[src/rtl/m3sf_pkg.sv]
// ----------------------------------------------------------------------------
// m3sf_pkg
// Shared types and constants of the median-of-three current filter.
// ----------------------------------------------------------------------------
`timescale 1ns / 1ps
`default_nettype none

package m3sf_pkg;

	// Register map, index = paddr[4:2]
	typedef enum logic [2:0] {
		REG_ALPHA_FAST = 3'd0,
		REG_ALPHA_SLOW = 3'd1,
		REG_BASE_STEP  = 3'd2,
		REG_REL_STEP   = 3'd3,
		REG_FAST_SCALE = 3'd4
	} reg_idx_t;

	localparam int unsigned PADDR_BITS = 5;

	localparam logic [15:0] ALPHA_FAST_RST = 16'd14418;
	localparam logic [15:0] ALPHA_SLOW_RST = 16'd3932;
	localparam logic [11:0] BASE_STEP_RST  = 12'd90;
	localparam logic [15:0] REL_STEP_RST   = 16'd5243;
	localparam logic [7:0]  FAST_SCALE_RST = 8'd40;

	typedef struct packed {
		logic [15:0] alpha_fast;
		logic [15:0] alpha_slow;
		logic [11:0] base_step;
		logic [15:0] rel_step;
		logic [7:0]  fast_step_scale;
	} cfg_t;

	// Back-end sequencer
	typedef enum logic [4:0] {
		S_IDLE = 5'b00001,
		S_MAG  = 5'b00010,
		S_LIM  = 5'b00100,
		S_STEP = 5'b01000,
		S_DONE = 5'b10000
	} back_state_t;

endpackage

`default_nettype wire

[src/rtl/m3sf_stream_if.sv]
// ----------------------------------------------------------------------------
// m3sf stream interfaces
// Valid/ready channels for raw samples and filtered results.
// ----------------------------------------------------------------------------
`timescale 1ns / 1ps
`default_nettype none

interface m3sf_sample_if #(parameter int W = 15);
	logic                valid;
	logic                ready;
	logic signed [W-1:0] sample;
	logic                boost;

	modport source (output valid, output sample, output boost, input ready);
	modport sink (input valid, input sample, input boost, output ready);
endinterface

interface m3sf_result_if #(parameter int W = 15);
	logic                valid;
	logic                ready;
	logic signed [W-1:0] filtered_value;

	modport source (output valid, output filtered_value, input ready);
	modport sink (input valid, input filtered_value, output ready);
endinterface

`default_nettype wire

[src/rtl/m3sf_queue.sv]
// ----------------------------------------------------------------------------
// m3sf_queue
// Two-entry FIFO between the front end and the back-end sequencer.
// ----------------------------------------------------------------------------
`timescale 1ns / 1ps
`default_nettype none

module m3sf_queue #(
	parameter int W = 17
) (
	input  wire logic         clk,
	input  wire logic         arst_n,
	input  wire logic         push,
	input  wire logic [W-1:0] wr_data,
	input  wire logic         pop,
	output logic [W-1:0]      rd_data,
	output logic              full,
	output logic              empty
);

	logic [W-1:0] slot_q [2];
	logic         wr_ptr_q;
	logic         rd_ptr_q;
	logic [1:0]   count_q;

	assign full    = (count_q == 2'd2);
	assign empty   = (count_q == 2'd0);
	assign rd_data = slot_q[rd_ptr_q];

	always_ff @(posedge clk) begin
		if (push) begin
			slot_q[wr_ptr_q] <= wr_data;
		end
	end

	always_ff @(posedge clk or negedge arst_n) begin
		if (!arst_n) begin
			wr_ptr_q <= 1'b0;
			rd_ptr_q <= 1'b0;
			count_q  <= 2'd0;
		end else begin
			if (push) begin
				wr_ptr_q <= ~wr_ptr_q;
			end
			if (pop) begin
				rd_ptr_q <= ~rd_ptr_q;
			end
			case ({push, pop})
				2'b10:   count_q <= count_q + 2'd1;
				2'b01:   count_q <= count_q - 2'd1;
				default: count_q <= count_q;
			endcase
		end
	end

endmodule

`default_nettype wire

[src/rtl/m3sf_front.sv]
// ----------------------------------------------------------------------------
// m3sf_front
// Accept samples, keep the rotating history, classify seed or tracking item
// and queue the median candidate.
// ----------------------------------------------------------------------------
`timescale 1ns / 1ps
`default_nettype none

module m3sf_front #(
	parameter int SB = 15
) (
	input  wire logic     clk,
	input  wire logic     arst_n,
	m3sf_sample_if.sink   samples,
	input  wire logic     q_full,
	output logic          push,
	output logic [SB+1:0] entry
);

	logic signed [SB-1:0] hist_q [3];
	logic [1:0]           slot_q;
	logic                 seeded_q;

	logic signed [SB-1:0] h_new [3];
	logic signed [SB-1:0] mn_ab;
	logic signed [SB-1:0] mx_ab;
	logic signed [SB-1:0] mid_t;
	logic signed [SB-1:0] med;
	logic signed [SB-1:0] cand;

	assign samples.ready = ~q_full;
	assign push          = samples.valid & ~q_full;

	always_comb begin
		for (int i = 0; i < 3; i++) begin
			h_new[i] = (slot_q == 2'(i)) ? samples.sample : hist_q[i];
		end
		mn_ab = (h_new[0] < h_new[1]) ? h_new[0] : h_new[1];
		mx_ab = (h_new[0] < h_new[1]) ? h_new[1] : h_new[0];
		mid_t = (mx_ab < h_new[2]) ? mx_ab : h_new[2];
		med   = (mn_ab > mid_t) ? mn_ab : mid_t;
		// the seed sample fills all three slots, so it is its own median
		cand  = seeded_q ? med : samples.sample;
	end

	// entry layout: seed flag, boost flag, candidate sample
	assign entry = {~seeded_q, samples.boost, cand};

	always_ff @(posedge clk) begin
		if (push) begin
			for (int i = 0; i < 3; i++) begin
				hist_q[i] <= seeded_q ? h_new[i] : samples.sample;
			end
		end
	end

	always_ff @(posedge clk or negedge arst_n) begin
		if (!arst_n) begin
			slot_q   <= 2'd0;
			seeded_q <= 1'b0;
		end else if (push) begin
			seeded_q <= 1'b1;
			if (!seeded_q || slot_q >= 2'd2) begin
				slot_q <= 2'd0;
			end else begin
				slot_q <= slot_q + 2'd1;
			end
		end
	end

endmodule

`default_nettype wire

[src/rtl/m3sf_back.sv]
// ----------------------------------------------------------------------------
// m3sf_back
// Sequencer that limits the step, applies the weight, updates the level and
// holds the result in an output register.
// ----------------------------------------------------------------------------
`timescale 1ns / 1ps
`default_nettype none

module m3sf_back #(
	parameter int SB = 15
) (
	input  wire logic           clk,
	input  wire logic           arst_n,
	input  wire m3sf_pkg::cfg_t cfg,
	input  wire logic [SB+1:0]  q_data,
	input  wire logic           q_empty,
	output logic                pop,
	m3sf_result_if.source       results
);

	localparam int LB     = SB + 8;
	localparam int LIM0_W = ((LB > 20) ? LB : 20) + 1;
	localparam int LIM_W  = LIM0_W + 4;
	localparam int CMP_W  = LIM_W + 1;
	localparam int PS_W   = LB + 18;
	localparam int INC_W  = PS_W + 1 - 16;
	localparam int SUM_W  = INC_W + 1;

	m3sf_pkg::back_state_t state_q;

	logic signed [SB-1:0]     cand_q;
	logic                     fast_q;
	logic                     seed_q;
	logic signed [LB-1:0]     level_q;
	logic [LB+15:0]           prodrel_q;
	logic signed [LB:0]       delta_q;
	logic [LIM0_W-1:0]        lim0_q;
	logic [LIM0_W+7:0]        prodfast_q;
	logic signed [PS_W-1:0]   prodstep_q;
	logic                     out_valid_q;
	logic signed [SB-1:0]     out_data_q;

	logic                     done_go;
	logic [LB-1:0]            mag;
	logic [LIM0_W-1:0]        lim0;
	logic [LIM_W-1:0]         limit;
	logic signed [CMP_W-1:0]  lim_s;
	logic signed [CMP_W-1:0]  lim_n;
	logic signed [CMP_W-1:0]  dlt_s;
	logic                     above;
	logic                     below;
	logic [15:0]              alpha;
	logic signed [LB:0]       step;
	logic signed [PS_W:0]     rnd;
	logic signed [INC_W-1:0]  inc;
	logic signed [SUM_W-1:0]  sum;
	logic signed [LB-1:0]     sat_level;
	logic signed [LB-1:0]     new_level;
	logic signed [LB:0]       rl;
	logic signed [SB:0]       rq;
	logic signed [SB-1:0]     result;

	assign done_go = ~out_valid_q | results.ready;
	assign pop     = ~q_empty &
		((state_q == m3sf_pkg::S_IDLE) | ((state_q == m3sf_pkg::S_DONE) & done_go));

	always_comb begin
		mag   = level_q[LB-1] ? (~level_q + 1'b1) : level_q;
		lim0  = LIM0_W'({cfg.base_step, 8'h00}) + LIM0_W'(prodrel_q[LB+15:16]);
		limit = fast_q ? prodfast_q[LIM0_W+7:4] : LIM_W'(lim0_q);
		lim_s = $signed({1'b0, limit});
		lim_n = -lim_s;
		dlt_s = CMP_W'(delta_q);
		above = dlt_s > lim_s;
		below = dlt_s < lim_n;
		alpha = (fast_q | ~(above | below)) ? cfg.alpha_fast : cfg.alpha_slow;
		// clamped step never exceeds |delta|, so the low bits carry it whole
		if (above) begin
			step = lim_s[LB:0];
		end else if (below) begin
			step = lim_n[LB:0];
		end else begin
			step = delta_q;
		end

		// round half up, then saturate the level to its width
		rnd = (PS_W + 1)'(prodstep_q) + (PS_W + 1)'(32768);
		inc = rnd[PS_W:16];
		sum = SUM_W'(inc) + SUM_W'(level_q);
		if (sum[SUM_W-1:LB-1] == {(SUM_W - LB + 1){sum[SUM_W-1]}}) begin
			sat_level = sum[LB-1:0];
		end else if (sum[SUM_W-1]) begin
			sat_level = {1'b1, {(LB - 1){1'b0}}};
		end else begin
			sat_level = {1'b0, {(LB - 1){1'b1}}};
		end
		new_level = seed_q ? $signed({cand_q, 8'h00}) : sat_level;

		rl = (LB + 1)'(new_level) + (LB + 1)'(128);
		rq = rl[LB:8];
		if (rq[SB] == rq[SB-1]) begin
			result = rq[SB-1:0];
		end else if (rq[SB]) begin
			result = {1'b1, {(SB - 1){1'b0}}};
		end else begin
			result = {1'b0, {(SB - 1){1'b1}}};
		end
	end

	assign results.valid          = out_valid_q;
	assign results.filtered_value = out_data_q;

	// datapath registers
	always_ff @(posedge clk) begin
		if (pop) begin
			seed_q <= q_data[SB+1];
			fast_q <= q_data[SB];
			cand_q <= q_data[SB-1:0];
		end
		if (state_q == m3sf_pkg::S_MAG) begin
			prodrel_q <= (LB + 16)'(cfg.rel_step) * (LB + 16)'(mag);
			delta_q   <= $signed({cand_q[SB-1], cand_q, 8'h00}) - (LB + 1)'(level_q);
		end
		if (state_q == m3sf_pkg::S_LIM) begin
			lim0_q     <= lim0;
			prodfast_q <= (LIM0_W + 8)'(lim0) * (LIM0_W + 8)'(cfg.fast_step_scale);
		end
		if (state_q == m3sf_pkg::S_STEP) begin
			prodstep_q <= PS_W'($signed({1'b0, alpha})) * PS_W'(step);
		end
		if ((state_q == m3sf_pkg::S_DONE) && done_go) begin
			out_data_q <= result;
		end
	end

	always_ff @(posedge clk or negedge arst_n) begin
		if (!arst_n) begin
			state_q     <= m3sf_pkg::S_IDLE;
			level_q     <= '0;
			out_valid_q <= 1'b0;
		end else begin
			// load the output register as the sequencer finishes, drop it once taken
			if ((state_q == m3sf_pkg::S_DONE) && done_go) begin
				out_valid_q <= 1'b1;
			end else if (results.ready) begin
				out_valid_q <= 1'b0;
			end
			case (state_q)
				m3sf_pkg::S_IDLE: begin
					if (pop) begin
						state_q <= m3sf_pkg::S_MAG;
					end
				end
				m3sf_pkg::S_MAG:  state_q <= m3sf_pkg::S_LIM;
				m3sf_pkg::S_LIM:  state_q <= m3sf_pkg::S_STEP;
				m3sf_pkg::S_STEP: state_q <= m3sf_pkg::S_DONE;
				m3sf_pkg::S_DONE: begin
					if (done_go) begin
						level_q <= new_level;
						state_q <= pop ? m3sf_pkg::S_MAG : m3sf_pkg::S_IDLE;
					end
				end
				default: state_q <= m3sf_pkg::S_IDLE;
			endcase
		end
	end

endmodule

`default_nettype wire

[src/rtl/median3_adaptive_slew_current_filter_core.sv]
// A sample passes the queue, the sequencer and then the output register.
// The back-end sequencer takes a sample through four steps (magnitude, limit,
// weighted step, level update) and finishes it before it starts the next one.
// Up to two samples wait in the queue while the sequencer or output stalls.
// Reset (arst_n low, asynchronous): registers take their defaults, the level
// clears to zero and the next sample seeds the filter; no clearing pass.
`timescale 1ns / 1ps
`default_nettype none
// ----------------------------------------------------------------------------
// median3_adaptive_slew_current_filter_core
// Median-of-three, slew-limited exponential smoother for one current channel,
// with an APB-style register port.
// ----------------------------------------------------------------------------

module median3_adaptive_slew_current_filter_core #(
	parameter int SAMPLE_BITS = 15
) (
	input  wire logic                               clk,
	input  wire logic                               arst_n,
	m3sf_sample_if.sink                             samples,
	m3sf_result_if.source                           results,
	input  wire logic                               psel,
	input  wire logic                               penable,
	input  wire logic                               pwrite,
	input  wire logic [m3sf_pkg::PADDR_BITS-1:0]    paddr,
	input  wire logic [31:0]                        pwdata,
	output logic [31:0]                             prdata,
	output logic                                    pready
);

	// queue entry: seed flag, fast-track flag, candidate sample
	localparam int QW = SAMPLE_BITS + 2;

	m3sf_pkg::cfg_t cfg_q;

	logic [2:0]    reg_idx;
	logic          wr_en;
	logic          q_push;
	logic          q_pop;
	logic          q_full;
	logic          q_empty;
	logic [QW-1:0] q_wr_data;
	logic [QW-1:0] q_rd_data;

	// Registers: one per word, index taken from paddr[4:2]; the port never waits
	assign pready  = 1'b1;
	assign reg_idx = paddr[m3sf_pkg::PADDR_BITS-1:2];
	assign wr_en   = psel & penable & pwrite;

	always_ff @(posedge clk or negedge arst_n) begin
		if (!arst_n) begin
			cfg_q.alpha_fast      <= m3sf_pkg::ALPHA_FAST_RST;
			cfg_q.alpha_slow      <= m3sf_pkg::ALPHA_SLOW_RST;
			cfg_q.base_step       <= m3sf_pkg::BASE_STEP_RST;
			cfg_q.rel_step        <= m3sf_pkg::REL_STEP_RST;
			cfg_q.fast_step_scale <= m3sf_pkg::FAST_SCALE_RST;
		end else if (wr_en) begin
			case (reg_idx)
				m3sf_pkg::REG_ALPHA_FAST: cfg_q.alpha_fast      <= pwdata[15:0];
				m3sf_pkg::REG_ALPHA_SLOW: cfg_q.alpha_slow      <= pwdata[15:0];
				m3sf_pkg::REG_BASE_STEP:  cfg_q.base_step       <= pwdata[11:0];
				m3sf_pkg::REG_REL_STEP:   cfg_q.rel_step        <= pwdata[15:0];
				m3sf_pkg::REG_FAST_SCALE: cfg_q.fast_step_scale <= pwdata[7:0];
				default: ; // drop writes to unmapped words
			endcase
		end
	end

	always_comb begin
		case (reg_idx)
			m3sf_pkg::REG_ALPHA_FAST: prdata = 32'(cfg_q.alpha_fast);
			m3sf_pkg::REG_ALPHA_SLOW: prdata = 32'(cfg_q.alpha_slow);
			m3sf_pkg::REG_BASE_STEP:  prdata = 32'(cfg_q.base_step);
			m3sf_pkg::REG_REL_STEP:   prdata = 32'(cfg_q.rel_step);
			m3sf_pkg::REG_FAST_SCALE: prdata = 32'(cfg_q.fast_step_scale);
			default:                  prdata = 32'd0;
		endcase
	end

	// Front end: accept, update history, work out the median candidate
	m3sf_front #(
		.SB(SAMPLE_BITS)
	) u_front (
		.clk    (clk),
		.arst_n (arst_n),
		.samples(samples),
		.q_full (q_full),
		.push   (q_push),
		.entry  (q_wr_data)
	);

	// Queue: decouple the front end from the sequencer
	m3sf_queue #(
		.W(QW)
	) u_queue (
		.clk    (clk),
		.arst_n (arst_n),
		.push   (q_push),
		.wr_data(q_wr_data),
		.pop    (q_pop),
		.rd_data(q_rd_data),
		.full   (q_full),
		.empty  (q_empty)
	);

	// Back end: slew limit, weighting, level update and output register
	m3sf_back #(
		.SB(SAMPLE_BITS)
	) u_back (
		.clk    (clk),
		.arst_n (arst_n),
		.cfg    (cfg_q),
		.q_data (q_rd_data),
		.q_empty(q_empty),
		.pop    (q_pop),
		.results(results)
	);

endmodule

`default_nettype wire

[src/flat_wrapper.sv]
// flat-port wrapper written by rule: the top's interface ports become plain ports
module median3_adaptive_slew_current_filter_core_flat 
#(
	parameter int SAMPLE_BITS = 15
)
  (clk, arst_n, psel, penable, pwrite, paddr, pwdata, prdata, pready, samples_valid, samples_sample, samples_boost, samples_ready, results_valid, results_filtered_value, results_ready);
  m3sf_sample_if samples_i ();
  m3sf_result_if results_i ();
  input  wire logic clk;
  input  wire logic arst_n;
  input  wire logic psel;
  input  wire logic penable;
  input  wire logic pwrite;
  input  wire logic [m3sf_pkg::PADDR_BITS-1:0] paddr;
  input  wire logic [31:0] pwdata;
  output logic [31:0] prdata;
  output logic pready;
  input wire logic [$bits(samples_i.valid)-1:0] samples_valid;
  input wire logic [$bits(samples_i.sample)-1:0] samples_sample;
  input wire logic [$bits(samples_i.boost)-1:0] samples_boost;
  output wire logic [$bits(samples_i.ready)-1:0] samples_ready;
  output wire logic [$bits(results_i.valid)-1:0] results_valid;
  output wire logic [$bits(results_i.filtered_value)-1:0] results_filtered_value;
  input wire logic [$bits(results_i.ready)-1:0] results_ready;
  assign samples_i.valid = samples_valid;
  assign samples_i.sample = samples_sample;
  assign samples_i.boost = samples_boost;
  assign samples_ready = samples_i.ready;
  assign results_valid = results_i.valid;
  assign results_filtered_value = results_i.filtered_value;
  assign results_i.ready = results_ready;
  median3_adaptive_slew_current_filter_core #(.SAMPLE_BITS(SAMPLE_BITS)) u_core (.clk(clk), .arst_n(arst_n), .samples(samples_i), .results(results_i), .psel(psel), .penable(penable), .pwrite(pwrite), .paddr(paddr), .pwdata(pwdata), .prdata(prdata), .pready(pready));
endmodule
[config.mk]
export PLATFORM = sky130hd
export DESIGN_NAME = median3_adaptive_slew_current_filter_core_flat
export DESIGN_NICKNAME = d
export VERILOG_FILES = /design/src/rtl/m3sf_pkg.sv /design/src/rtl/m3sf_stream_if.sv /design/src/rtl/m3sf_queue.sv /design/src/rtl/m3sf_front.sv /design/src/rtl/m3sf_back.sv /design/src/rtl/median3_adaptive_slew_current_filter_core.sv /design/src/flat_wrapper.sv
export SDC_FILE = /design/constraint.sdc
export NUM_CORES = 2
export LEC_CHECK = 0
export BUFFER_PORTS_ARGS = -buffer_cell sky130_fd_sc_hd__buf_2
export CAP_MARGIN = 20
export CORE_UTILIZATION = 37
export DETAILED_ROUTE_END_ITERATION = 8
export GPL_TIMING_DRIVEN = 0
export SLEW_MARGIN = 20
export SYNTH_ARGS = -nofsm -noshare
export SYNTH_HDL_FRONTEND = slang
export SYNTH_SLANG_ARGS = --single-unit
[constraint.sdc]
create_clock -name clk -period 14 [get_ports clk]
set_input_delay 1.4 -clock clk [delete_from_list [all_inputs] [get_ports clk]]
set_output_delay 1.4 -clock clk [all_outputs]
set_load 0.02 [all_outputs]
# After elaboration in Yosys (flattened, before gate mapping)
# Memories as Yosys holds them, arrays and structs flattened. A register that Yosys moved wholly into a read port is not among the register bits.
# Index checks and enable logic that the tools add are counted.
# Widths: inputs -> output; s select.
[totals] out_inout_bits=50 mem_count=2 mem_bits_rw=79 input_bits=60 regBits=279 elab_cells=122
[op_classes] multipliers=3 magnitude_cmp=6 bitwise=17 add_sub_neg=10 n_reduce_logical=15 mux=32 n_eq_ne=18
[mem_list] name="u_core.u_front.hist_q" depth=3 word_bits=15 read_ports=3 rd_ports_with_merged_regs=0 write_ports=3 line="m3sf_front.sv:20" rtl="logic signed [SB-1:0] hist_q [3];"
[mem_list] name="u_core.u_queue.slot_q" depth=2 word_bits=17 read_ports=1 rd_ports_with_merged_regs=1 write_ports=1 line="m3sf_queue.sv:21" rtl="logic [W-1:0] slot_q [2];"
[ops] cell="$mux 15" count=13
[ops] cell="$mux 23" count=4
[ops] cell="$pmux 16 s5" count=1
[ops] cell="$mux 24" count=2
[ops] cell="$add 41x17->42 const B" count=1
[ops] cell="$mul 17x24->41" count=1
[ops] cell="$mul 16x23->39" count=1
[ops] cell="$mul 24x8->32" count=1
[ops] cell="$lt 15x15->1" count=2
[ops] cell="$gt 24x29->1" count=1
[ops] cell="$lt 24x29->1" count=1
[ops] cell="$neg 28->29" count=1
[ops] cell="$mux 28" count=1
[ops] cell="$add 26x23->27" count=1
[ops] cell="$pmux 5 s5" count=1
[ops] cell="$add 20x23->24" count=1
[ops] cell="$add 23x9->24 const B" count=1
[ops] cell="$sub 23x23->24" count=1
[ops] cell="$add 23x1->23 const B" count=1
[ops] cell="$not 23->23" count=1
[ops] cell="$mux 16" count=1
[ops] cell="$gt 15x15->1" count=1
[ops] cell="$reduce_and 2->1" count=7
[ops] cell="$mux 5" count=2
[ops] cell="28 further kinds" count=53

# Logic depth before layout (Yosys ltp)
[logic_depth] depth_word=9 ltp_mapped=62 mapped_depth_nobuf=54

# Hierarchy
# Synthesis repeated with hierarchy kept, for this count alone.
[unflattened] hier_cells=5500 hier_area_um2=52436.5
[modules_own_cells] mod="m3sf_back" n_inst=1 seq_area_each_um2=5441.5 area_per_inst_um2=42743.5 cells_per_inst=4637
[modules_own_cells] mod="m3sf_front" n_inst=1 seq_area_each_um2=1426.4 area_per_inst_um2=4868.4 cells_per_inst=554
[modules_own_cells] mod="median3_adaptive_slew_current_filter_core" n_inst=1 seq_area_each_um2=1736.7 area_per_inst_um2=3363.2 cells_per_inst=240
[modules_own_cells] mod="m3sf_queue" n_inst=1 seq_area_each_um2=1121.1 area_per_inst_um2=1461.4 cells_per_inst=69

# Worst setup path before layout
# No wires, ideal clock.
[synth_path] path_kind="flip-flop to flip-flop" startpoint="register u_core.u_back.fast_q, read port of u_core.u_queue.slot_q" endpoint="register u_core.u_back.prodstep_q[40], data pin" t_arrival_ns=13.417 period_less_slack_ns=13.676 n_path_buf=8 stages_incl_launch_ff=62 path_slack_ns=0.324 setup_time_ns=0.260 t_required_ns=13.740 cell_sequence="edfxtp_1 > buf_2 > buf_2 > clkbuf_1 > buf_1 > clkbuf_1 > mux2_2 > inv_1 > ha_1 > o21a_1 > and3_1 > and3_1 > and3_1 > and3_1 > and3_1 > and3_1 > and3_1 > and3_1 > (+26 left out) > inv_1 > fa_1 > inv_1 > ha_1 > a21o_1 > a21o_1 > a21o_1 > a21oi_1 > o22ai_1 > a21oi_1 > o22ai_1 > a41oi_1 > o21ai_0 > a41o_1 > o41a_1 > a211o_1 > a21oi_1 > xnor2_1"
[synth_via] elab_chain_cells=8 word_cells_on_any_way=11 classes_between="add/sub: 1; mul: 1; order compare: 2; mux: 4; bitwise: 3"
[synth_rtl] item="start: declaration" line="m3sf_back.sv:32" rtl="logic fast_q;"
[synth_rtl] item="$mux 28" line="m3sf_back.sv:70" rtl="limit = fast_q ? prodfast_q[LIM0_W+7:4] : LIM_W'(lim0_q);"
[synth_rtl] item="$neg 28->29" line="m3sf_back.sv:72" rtl="lim_n = -lim_s;"
[synth_rtl] item="$lt 24x29->1" line="m3sf_back.sv:75" rtl="below = dlt_s < lim_n;"
[synth_rtl] item="$or 1x1->1" line="m3sf_back.sv:76" rtl="alpha = (fast_q | ~(above | below)) ? cfg.alpha_fast : cfg.alpha_slow;"
[synth_rtl] item="$not 1->1" line="m3sf_back.sv:76"
[synth_rtl] item="$or 1x1->1" line="m3sf_back.sv:76"
[synth_rtl] item="$mux 16" line="m3sf_back.sv:76"
[synth_rtl] item="$mul 17x24->41 *" line="m3sf_back.sv:129" rtl="prodstep_q <= PS_W'($signed({1'b0, alpha})) * PS_W'(step);"
[synth_rtl] item="end signal: assignment" line="m3sf_back.sv:129"
[synth_rtl] item="end: declaration" line="m3sf_back.sv:39" rtl="logic signed [PS_W-1:0] prodstep_q;"
# Mark *: on every way between the ends. The rest lies on a longest branch, timed or not.
# A chain may end at the register's enable or synchronous reset.

# Worst setup path in the final report
# Ends and elaborated chain as after synthesis.

==> results summary <==
Once detail routing completed, the nets flagged for antenna violations numbered 0. The insertion delay to the later sink of the worst-skew pair came out at 0.62 ns. Using the TritonRoute via totals, the vias-per-cell ratio works out to 5.211. The critical path is of the reg -> reg type. The final-stage net count is 6820. Counting flops and latches in the post-synthesis netlist gives 340. The library cell used most frequently in the layout, excluding fill and tap cells, is sky130_fd_sc_hd__inv_1. The total wire length after detailed routing came out at 149.6 mm. The area growth from synthesis to layout came out at 11.06%. In the layout the commonest cells are sky130_fd_sc_hd__inv_1 (945), sky130_fd_sc_hd__fa_1 (800), sky130_fd_sc_hd__nand2_1 (714), sky130_fd_sc_hd__ha_1 (414), sky130_fd_sc_hd__nor2_1 (239).

The number of clock sinks came out at 340. The via count of the first global-routing pass came out at 40890. The total routing usage reported by global routing is 21.84%. The share of flip-flops with an asynchronous set or reset after synthesis came out at 30.59%.

The number of distinct standard cells referenced by the synthesized netlist came out at 89. The worst slack at placement came out at -4.140 ns. After detailed routing, the average wire length per cell comes to 20.27 um. The number of failing hold endpoints at the final stage is 0.

The initial standard-cell utilization of the core is 37.31%. After synthesis, the cell types taking the most area are sky130_fd_sc_hd__fa_1 (31%), sky130_fd_sc_hd__edfxtp_1 (14%), sky130_fd_sc_hd__ha_1 (10%), sky130_fd_sc_hd__inv_1 (6.9%), sky130_fd_sc_hd__nand2_1 (5.2%). The first-pass GRT wire length is 237.0 mm. The clock tree buffer depth came out at 3. Detailed placement finished with a half-perimeter wire length of 124.0 mm. The number of pins exceeding their max-slew limit in the final report came to 0.

In this run the count of I/O pins placed on the die edge is 110. The data required time at the worst endpoint is 14.36 ns. The gate count of the mapped netlist came out at 5356. The total core area is 0.1377 mm2.

The most used flip-flop cell after synthesis is sky130_fd_sc_hd__edfxtp_1. TritonCTS built the clock tree. The delay of the slowest cell on the worst path is 0.57 ns.

The overall die width is 374.6 um. Setup slack closes at 0.5254 ns. The count of unresolved DRC violations after routing is 0. The final critical path time including I/O delays and setup came out at 13.47 ns. The number of iterations in the first detailed-routing pass came out at 6. The number of input and output port buffers inserted came out at 72. For the pin with the worst max-slew slack, the measured transition is 1.203 ns. Among all stages on the critical path, the largest delay is contributed by sky130_fd_sc_hd__fa_1.

The share of layout cells above drive strength 1 is 10.14%. The number of flops mapped to enable cells by yosys is 236. The number of antenna violations at the first check in global routing is 13. The CTS buffer count is 43. The detailed-route via count is 38450. The clock tree skew after final layout came out at 0.03045 ns. The final standard cell count with taps included and fillers excluded is 7378.

Among the stages of the critical path, the cell type that occurs most often is sky130_fd_sc_hd__fa_1. The floorplan step defined a die boundary enclosing 0.1403 mm2. In this run the worst hold path is classified as reg -> reg.

The largest total area in the synthesized netlist belongs to sky130_fd_sc_hd__fa_1. The initialized floorplan defines 136 standard-cell rows. Including well taps, the total number of placed cells is 7266. The fraction of post-synthesis cell area in the top cell type by area came out at 31.18%. After filler insertion, the fill cell instance count of the layout stands at 13400. The portion of the post-synthesis area used by sequential elements came out at 18.94%. The fmax came out at 74.21 MHz. The mean post-synth cell area is 9.589 um2.

The largest net degree at the start of global routing came out at 73. The routability congestion estimate is 0.9349. The clock-pin slew reported for the worst setup and hold paths after clock tree synthesis is 0.06 ns.

For the worst setup path, the data arrival time is 13.83 ns. The deepest level of the CTS H-tree came out at 2. The startpoint type of the worst setup path is a register. The setup violation total in the final timing report is 0. Yosys printed 0 warnings. The critical-path maximum fanout came out at 19. The mapped netlist covers 0.05136 mm2.

The floorplan step set the die height to 374.6 um. The overflow left after global routing came out at 0. Across the run, the number of max-cap violations was 0. The detailed router finished its first iteration with 2742 violations.

The flow ran to the end, and the final reports show no timing, DRC or antenna violations. Dividing the final minimum period by the clock period gives 96.25%. The slack of the worst reg-to-reg path is 0.53 ns. The worst pin sits at a relative slew slack of 19.19%. The sort of element at the end of the critical path is a register. The root buffer cell chosen for the clock tree is sky130_fd_sc_hd__clkbuf_16.
==> metal layers <==
layer  routed length (um)  up-vias  global-route usage, %
li1                     -    17460                      -
met1                62420    19560                  28.82
met2                69570     1175                  36.20
met3                12250      244                  4.302
met4                 5281        6                  6.403
met5                   36        -                      0
==> worst max-delay path, delay by kind of cell, from the launching register on <==
kind | cells | cell delay [ns]
adder cells (fa/ha/maj) | 9 | 3.81
AO/OA/AOI/OAI | 17 | 3.74
AND/OR/NAND/NOR | 14 | 2.85
buffers and inverters | 12 | 1.50
multiplexers | 2 | 0.69
flip-flops | 1 | 0.52
XOR/XNOR | 1 | 0.11
==> cell type report <==
class / count / area [um2] / area share [%]
Antenna cell: 4 / 10.01 / 0.01755
Timing Repair Buffer: 132 / 942.2 / 1.652
Buffer: 209 / 1074 / 1.882
Inverter: 948 / 3558 / 6.239
Sequential cell: 340 / 9726 / 17.05
Clock inverter: 23 / 311.5 / 0.5462
Clock buffer: 57 / 1200 / 2.104
Multi-Input combinational cell: 3871 / 37970 / 66.57
Tap cell: 1794 / 2245 / 3.935
==> worst paths after layout <==
check / start / depth (start not counted) / endpoint
min in group asynchronous: arst_n / 1 / u_core.u_queue.count_q[1]$_DFFE_PN0P_
worst max-delay path: u_core.u_back.fast_q$_DFFE_PP_ / 55 / u_core.u_back.prodstep_q[40]$_DFFE_PP_
max in group asynchronous: arst_n / 2 / u_core.cfg_q[25]$_DFFE_PN1P_
worst min-delay path: u_core.u_queue.count_q[1]$_DFFE_PN0P_ / 1 / u_core.u_queue.count_q[1]$_DFFE_PN0P_
worst min register to register: u_core.u_queue.count_q[1]$_DFFE_PN0P_ / 1 / u_core.u_queue.count_q[1]$_DFFE_PN0P_
worst max register to register: u_core.u_back.fast_q$_DFFE_PP_ / 55 / u_core.u_back.prodstep_q[40]$_DFFE_PP_
==> timing repair <==
action / in CTS / in global routing
hold buffers: 0 / 0
gates resized for setup: 142 / 73
endpoints found under the setup margin: 26 / 14
pin swaps: 8 / 14
buffers inserted: 11 / 16
gates cloned: 0 / 1
==> cells by family after synthesis <==
| kind of cell | share of synthesized area, % |
|---|---|
| xor+xnor | 3.428 |
| fa+ha+maj | 41.30 |
| other cells | 0.01462 |
| compound gates | 7.838 |
| mux | 5.591 |
| flops | 18.94 |
| buf+inv | 8.646 |
| simple gates | 14.25 |
==> flip-flops by register name, indices dropped and copies added, names as in the netlist, 2 cells and up <==
register and cells:
u_core.cfg_q 68, u_core.u_back.cand_q 15, u_core.u_back.delta_q 24, u_core.u_back.level_q 23
u_core.u_back.lim0_q 24, u_core.u_back.prodfast_q 28, u_core.u_back.prodrel_q 23, u_core.u_back.prodstep_q 26
u_core.u_back.results.filtered_value 15, u_core.u_back.state_q 5, u_core.u_front.hist_q 45, u_core.u_front.slot_q 2
u_core.u_queue.count_q 2, u_core.u_queue.slot_q 34
==> cells in the mapped netlist, types with 9 or more instances <==
cell	count
sky130_fd_sc_hd__inv_1	947
sky130_fd_sc_hd__fa_1	800
sky130_fd_sc_hd__nand2_1	715
sky130_fd_sc_hd__ha_1	415
sky130_fd_sc_hd__nor2_1	241
sky130_fd_sc_hd__edfxtp_1	236
sky130_fd_sc_hd__and2_1	211
sky130_fd_sc_hd__a21oi_1	198
sky130_fd_sc_hd__clkbuf_1	170
sky130_fd_sc_hd__xnor2_1	147
sky130_fd_sc_hd__mux2i_1	135
sky130_fd_sc_hd__mux2_2	127
sky130_fd_sc_hd__nor2b_1	125
sky130_fd_sc_hd__o21ai_0	98
sky130_fd_sc_hd__dfrtp_1	75
sky130_fd_sc_hd__xor2_1	54
sky130_fd_sc_hd__o21a_1	50
sky130_fd_sc_hd__nand2b_1	46
sky130_fd_sc_hd__nor3_1	42
sky130_fd_sc_hd__o22ai_1	38
sky130_fd_sc_hd__a21o_1	37
sky130_fd_sc_hd__nand3_1	35
sky130_fd_sc_hd__and3_1	34
sky130_fd_sc_hd__dfstp_2	29
sky130_fd_sc_hd__nand4_1	28
sky130_fd_sc_hd__a31oi_1	24
sky130_fd_sc_hd__o21bai_1	24
sky130_fd_sc_hd__buf_4	19
sky130_fd_sc_hd__a22oi_1	17
sky130_fd_sc_hd__buf_1	16
sky130_fd_sc_hd__o211ai_1	16
sky130_fd_sc_hd__or2_2	16
sky130_fd_sc_hd__o31ai_1	15
sky130_fd_sc_hd__o21ai_1	12
sky130_fd_sc_hd__o22a_1	10
sky130_fd_sc_hd__a211oi_1	9
==> metrics by stage <==
step | hold slack [ns] | utilization [%] | setup TNS [ns] | instance area, um2
after floorplan | 0.4608 | - | 0 | 51410
after global routing | 0.5304 | 41.43 | -0.004885 | 57030
after global placement | 0.4814 | 39.24 | -78.35 | 54020
after detailed placement | 0.5137 | 39.59 | -79.37 | 54490
final | 0.5167 | 41.43 | 0 | 57040
after CTS | 0.5253 | 41.12 | 0 | 56600
Power is not shown: default switching activity piles up to over one toggle a cycle in this logic, so the estimate is an artifact.
